`config.mk`:
```
export PLATFORM = sky130hd
export DESIGN_NAME = wbps_cell
export DESIGN_NICKNAME = d
export VERILOG_FILES = /design/src/wbps_pkg.sv /design/src/wbps_cell.sv
export SDC_FILE = /design/constraint.sdc
export NUM_CORES = 1
export LEC_CHECK = 0
export BUFFER_PORTS_ARGS = -buffer_cell sky130_fd_sc_hd__buf_2
export CELL_PAD_IN_SITES_DETAIL_PLACEMENT = 1
export CELL_PAD_IN_SITES_GLOBAL_PLACEMENT = 2
export CORE_UTILIZATION = 19
export DETAILED_ROUTE_END_ITERATION = 8
export GPL_ROUTABILITY_DRIVEN = 0
export PLACE_DENSITY_LB_ADDON = 0.1
export SLEW_MARGIN = 20
export SYNTH_ARGS = -nofsm -noshare
export SYNTH_HDL_FRONTEND = slang
export SYNTH_SLANG_ARGS = --single-unit
```
`constraint.sdc`:
```
create_clock -name i_clk -period 1.25 [get_ports i_clk]
set_input_delay 0.125 -clock i_clk [delete_from_list [all_inputs] [get_ports i_clk]]
set_output_delay 0.125 -clock i_clk [all_outputs]
set_load 0.02 [all_outputs]
```
`src/wbps_pkg.sv`:
```
// Package for the wildcard byte pattern scanner: sizes, register codes,
// lane and pattern types, pattern byte lookup. No dependencies.
`timescale 1ns / 1ps
`default_nettype none

package wbps_pkg;

    localparam int PATTERN_BYTES = 32;
    localparam int POSITION_BITS = 48;
    localparam int IDX_W         = ($clog2(PATTERN_BYTES) > 5) ? $clog2(PATTERN_BYTES) : 5;
    localparam int PLEN_W        = 6;
    localparam int RANGE_W       = 48;
    localparam int ADDR_W        = 64;
    localparam int OFFSET_W      = 32;
    localparam int PADDR_W       = 6;
    localparam int PDATA_W       = 64;

    localparam logic [7:0] WILD_STAR  = 8'h2A;
    localparam logic [7:0] WILD_QUERY = 8'h3F;

    typedef enum logic [2:0] {
        REG_PAT_A,
        REG_PAT_B,
        REG_PAT_C,
        REG_PAT_D,
        REG_PAT_LEN,
        REG_BASE,
        REG_RANGE,
        REG_OFFSET
    } t_reg_idx;

    typedef logic [3:0][7:0][7:0] t_pat_words;

    typedef struct packed {
        logic [7:0] data;
        logic       ok;
    } t_lane;

    typedef struct packed {
        logic       active;
        logic       wild;
        logic [7:0] data;
    } t_pat;

    typedef struct packed {
        logic                     valid;
        logic                     first;
        logic                     last;
        logic [POSITION_BITS-1:0] pos;
    } t_tok;

    typedef struct packed {
        logic                     valid;
        logic                     found;
        logic [POSITION_BITS-1:0] start;
    } t_res;

    function automatic logic [7:0] pattern_byte(input t_pat_words words,
                                                input logic [IDX_W-1:0] k);
        logic [7:0] b;
        b = '0;
        if ({1'b0, k} < (IDX_W + 1)'(32)) begin
            b = words[k[4:3]][k[2:0]];
        end
        return b;
    endfunction

endpackage

`default_nettype wire

```
`src/wbps_cell.sv`:
```
// One window cell: holds a byte and its readable flag, passes it on to the
// next cell each beat and registers its compare against the aligned pattern.
// Depends on wbps_pkg.
`timescale 1ns / 1ps
`default_nettype none

module wbps_cell import wbps_pkg::*; (
    input  wire logic  i_clk,
    input  wire logic  i_rst_n,
    input  wire logic  i_en,
    input  wire logic  i_shift,
    input  wire logic  i_clear,
    input  wire t_lane i_lane,
    input  wire t_pat  i_pat,
    output t_lane      o_lane,
    output logic       o_match
);

    t_lane r_lane;
    logic  r_match;
    logic  n_match;

    assign n_match = ~i_pat.active
                   | (r_lane.ok & (i_pat.wild | (r_lane.data == i_pat.data)));

    always_ff @(posedge i_clk) begin
        if (!i_rst_n) begin
            r_lane  <= '0;
            r_match <= 1'b0;
        end else begin
            if (i_shift) begin
                r_lane <= i_clear ? '0 : i_lane;
            end
            if (i_en) begin
                r_match <= n_match;
            end
        end
    end

    assign o_lane  = r_lane;
    assign o_match = r_match;

endmodule

`default_nettype wire

```
# Word level (Yosys, flattened, before mapping)
# Index checks and enable logic that the tools add are counted.
# totals
reg_bits,10
input_bits,24
elab_cells,9
# classes
n_eq_ne,1
mux,1
bitwise_logic,4
# op_table
cell,count
$mux 9,1
$eq 8x8->1,1
$or 1x1->1,2
$and 1x1->1,1
$not 1->1,1

# Longest topological paths before layout
# logic_depth
ltp_word,4
mapped_depth,5
ltp_nobuf,4

# Least setup slack after synthesis
# No wires, ideal clock.
# synth_timing
kind,register -> register
from,register r_lane (netlist bit o_lane[7])
to,register r_match (netlist: o_match)
setup_ps,91
t_arrival_ps,1077
t_required_ps,1159
path_slack_ps,82
path_stages_with_launch,5
path_buffers,0
synth_period_minus_slack_ps,1168
cell_sequence,dfxtp_1 xor2_1 nor4_1 a211oi_1 a311oi_1
# synth_between
elab_chain_cells,4
# synth_rtl
item,line,source
start: declaration,wbps_cell.sv:19,t_lane r_lane;
start signal: assignment,wbps_cell.sv:32,r_lane <= i_clear ? '0 : i_lane;
$eq 8x8->1,wbps_cell.sv:24,| (r_lane.ok & (i_pat.wild | (r_lane.data == i_pat.data)));
$or 1x1->1,wbps_cell.sv:24,
$and 1x1->1,wbps_cell.sv:24,
$or 1x1->1,wbps_cell.sv:24,
end signal: assignment,wbps_cell.sv:35,r_match <= n_match;
end: declaration,wbps_cell.sv:20,logic r_match;
# No other way between the ends.
# A chain may end at the register's enable or synchronous reset.

# Final worst setup path
# Ends and elaborated chain as after synthesis.

==> impl_metrics.yaml <==
placement:
  hpwl_um: 1030
  dp_slack_ps: -26.1
  placed_cell_area_um2: 683
  numPortBuffers: 33
route:
  drt-vias-per-instance: 4.27
  drc: 0
  drt_iter0_markers: 1
  dr.pass1.iters: 2
  wirelength_um: 1350
  wl_per_cell_um: 11.3
  ant_nets: 0
  vias: 508
logic_synthesis:
  synth_area_per_cell_um2: 8.62
  ys_warn_count: 0
  synth_edf_count: 0
  syn-cell-area_um2: 483
  synth.distinct_cells: 13
  ys.flop_type: "dfxtp_1"
  synth.top_cell.area_share: 0.415
  syn_nets: 80
  ys_seq_elements: 10
  synth_cells: 56
  ys_seq_area_frac: 0.415
  async_flop_share: 0
  yosys-top-cells-area: "dfxtp_1 41%, nor2b_1 19%, xor2_1 15%, a21oi_1 7.3%, and2_1 2.6%"
  synth_top_area_cell: "dfxtp_1"
clock_tree:
  cts.htree.levels: 1
  path_clk_slew_ps: 60
  worstSkewPairLatency_ps: 260
  cts_buffers: 3
  clock_path_buffers: 2
  cts_tree: "yes"
  cts_sinks: 10
  root_buffer: "clkbuf_4"
finish:
  most-common-layout-cells: "33 x buf_2, 15 x nor2b_1, 9 x dfxtp_1"
  drive_gt1_frac: 0.440
  nets: 117
  design_area_um2: 719
  syn_to_final_growth_pct: 49.0
  mostFrequentLayoutCell: "buf_2"
  diodes: 0
die:
  die_area_um2: 2750
  ios: 34
  core_area_um2: 2300
  die_h_um: 52.4
  fp-row-count: 17
  start_util: 0.210
  die_w_um: 52.4
power:
  switching_share: 0.269
  switchingPower_mw: 0.188
  p_int_mw: 0.509
  power_density_nw_per_um2: 968
  clockPowerShare: 0.313
  ir_drop_uv: 519
  p_seq_frac: 0.490
  leakage_nw: 0.350
  combPwrFrac: 0.197
min_path:
  hold_path.class: "in -> reg"
sta:
  drv_slew: 0
  finalWorstSetupSlack_ps: 48.8
  setup_viol: 0
  tns_ps: 0
  fmax_ghz: 0.832
  relSlewSlack: 0.610
  rsz0062_at_grt: "true"
  period_needed_ps: 1200
  finalHoldViolCount: 0
  finClkSkew_ps: 2.30
  worst_pin_slew_ps: 584
  hold_ws_ps: 84.4
  fin_crit_sh: 0.961
setup_path:
  crit_type: "reg -> reg"
  crit_path_end_kind: "flip-flop"
  worstPathRequired_ps: 1420
  crit_arrival_ps: 1370
  cp-start-kind: "flip-flop"
  cp_max_fo: 3
outcome:
  status: "finished clean"
global_routing:
  antenna_found_initial: 0
  grt_overflow: 0
  grt_pass1_wl_um: 2190
  grt_max_degree: 11
  grt_pass1_vias: 521
  gr-usage-all-layers: 0.119
run:
  maxCapViolations: 0
-- cell families (layout without fill, tap and decap cells) --
group                     count (synthesis)  after routing  synth area share
AOI/OAI and AO/OA                        12             12             0.140
xor gates and xnor gates                  8              8             0.145
buffers and inverters                     4             39            0.0311
DFF                                      10             10             0.415
and+or+nand+nor                          22             22             0.269
-- per-stage QoR --
step	power [mW]	utilization	instances
after floorplan	0.413	-	56
after global placement	0.482	0.297	116
after detailed placement	0.483	0.297	116
after CTS	0.717	0.310	119
after global routing	0.757	0.313	119
final	0.697	0.313	119
-- synthesized netlist by cell type (2+ instances only) --
library cell  count
clkbuf_1          2
xor2_1            8
dfxtp_1          10
o21ai_0           2
inv_1             2
nand2_1           3
and2_1            2
nor2b_1          15
a21oi_1           7
nor4_1            2
-- what timing repair did --
| item | 4_1_cts | 5_1_grt |
|---|---|---|
| cloned | 0 | 0 |
| hold buffers | 0 | 0 |
| pin swaps | 0 | 1 |
| resized for setup | 1 | 2 |
| setup buffers | 0 | 0 |
| setup endpoints to repair | 1 | 1 |
-- final timing paths --
| check | depth (start not counted) | slack [ps] | start | to |
|---|---|---|---|---|
| setup / recovery | 4 | 50 | o_lane[7]$_SDFFE_PN0P_ | o_match$_SDFFE_PN0P_ |
| setup reg to reg | 4 | 50 | o_lane[7]$_SDFFE_PN0P_ | o_match$_SDFFE_PN0P_ |
| hold reg to reg | 2 | 510 | o_lane[0]$_SDFFE_PN0P_ | o_match$_SDFFE_PN0P_ |
| hold / removal | 2 | 80 | i_pat[9] | o_match$_SDFFE_PN0P_ |
-- metal layers --
layer,up-vias,wire [um],global-route usage
met5,-,0,0
met4,0,13,0.0658
met3,2,95,0.0551
met2,19,656,0.186
met1,230,584,0.131
li1,257,-,-
-- state kept, by name (all words and copies together) (netlist names) --
register  count
o_lane        9
o_match       1
-- worst max-delay path, cell delays in order, from the launching register on --
cell	delay, ps
dfxtp_1	330
xor2_1	170
nor4_2	290
a211oi_1	110
a311oi_1	210
-- power by group through the flow --
stage	combinational (mW)	clock, mW	sequential [mW]
global placement	0.133	0	0.349
floorplan	0.0486	0	0.365
CTS	0.137	0.238	0.341
finish	0.137	0.218	0.341
global route	0.152	0.261	0.343
detailed placement	0.134	0	0.349
-- final cells by class --
cell class | count | area [um2]
repair buffers | 34 | 173
flip-flops and latches | 10 | 201
clock buffers | 3 | 22.5
inverters | 2 | 7.51
fillers | 297 | 1580
multi-input cells | 42 | 280
well taps | 28 | 35.0
Power figures use the tool's default switching activity.
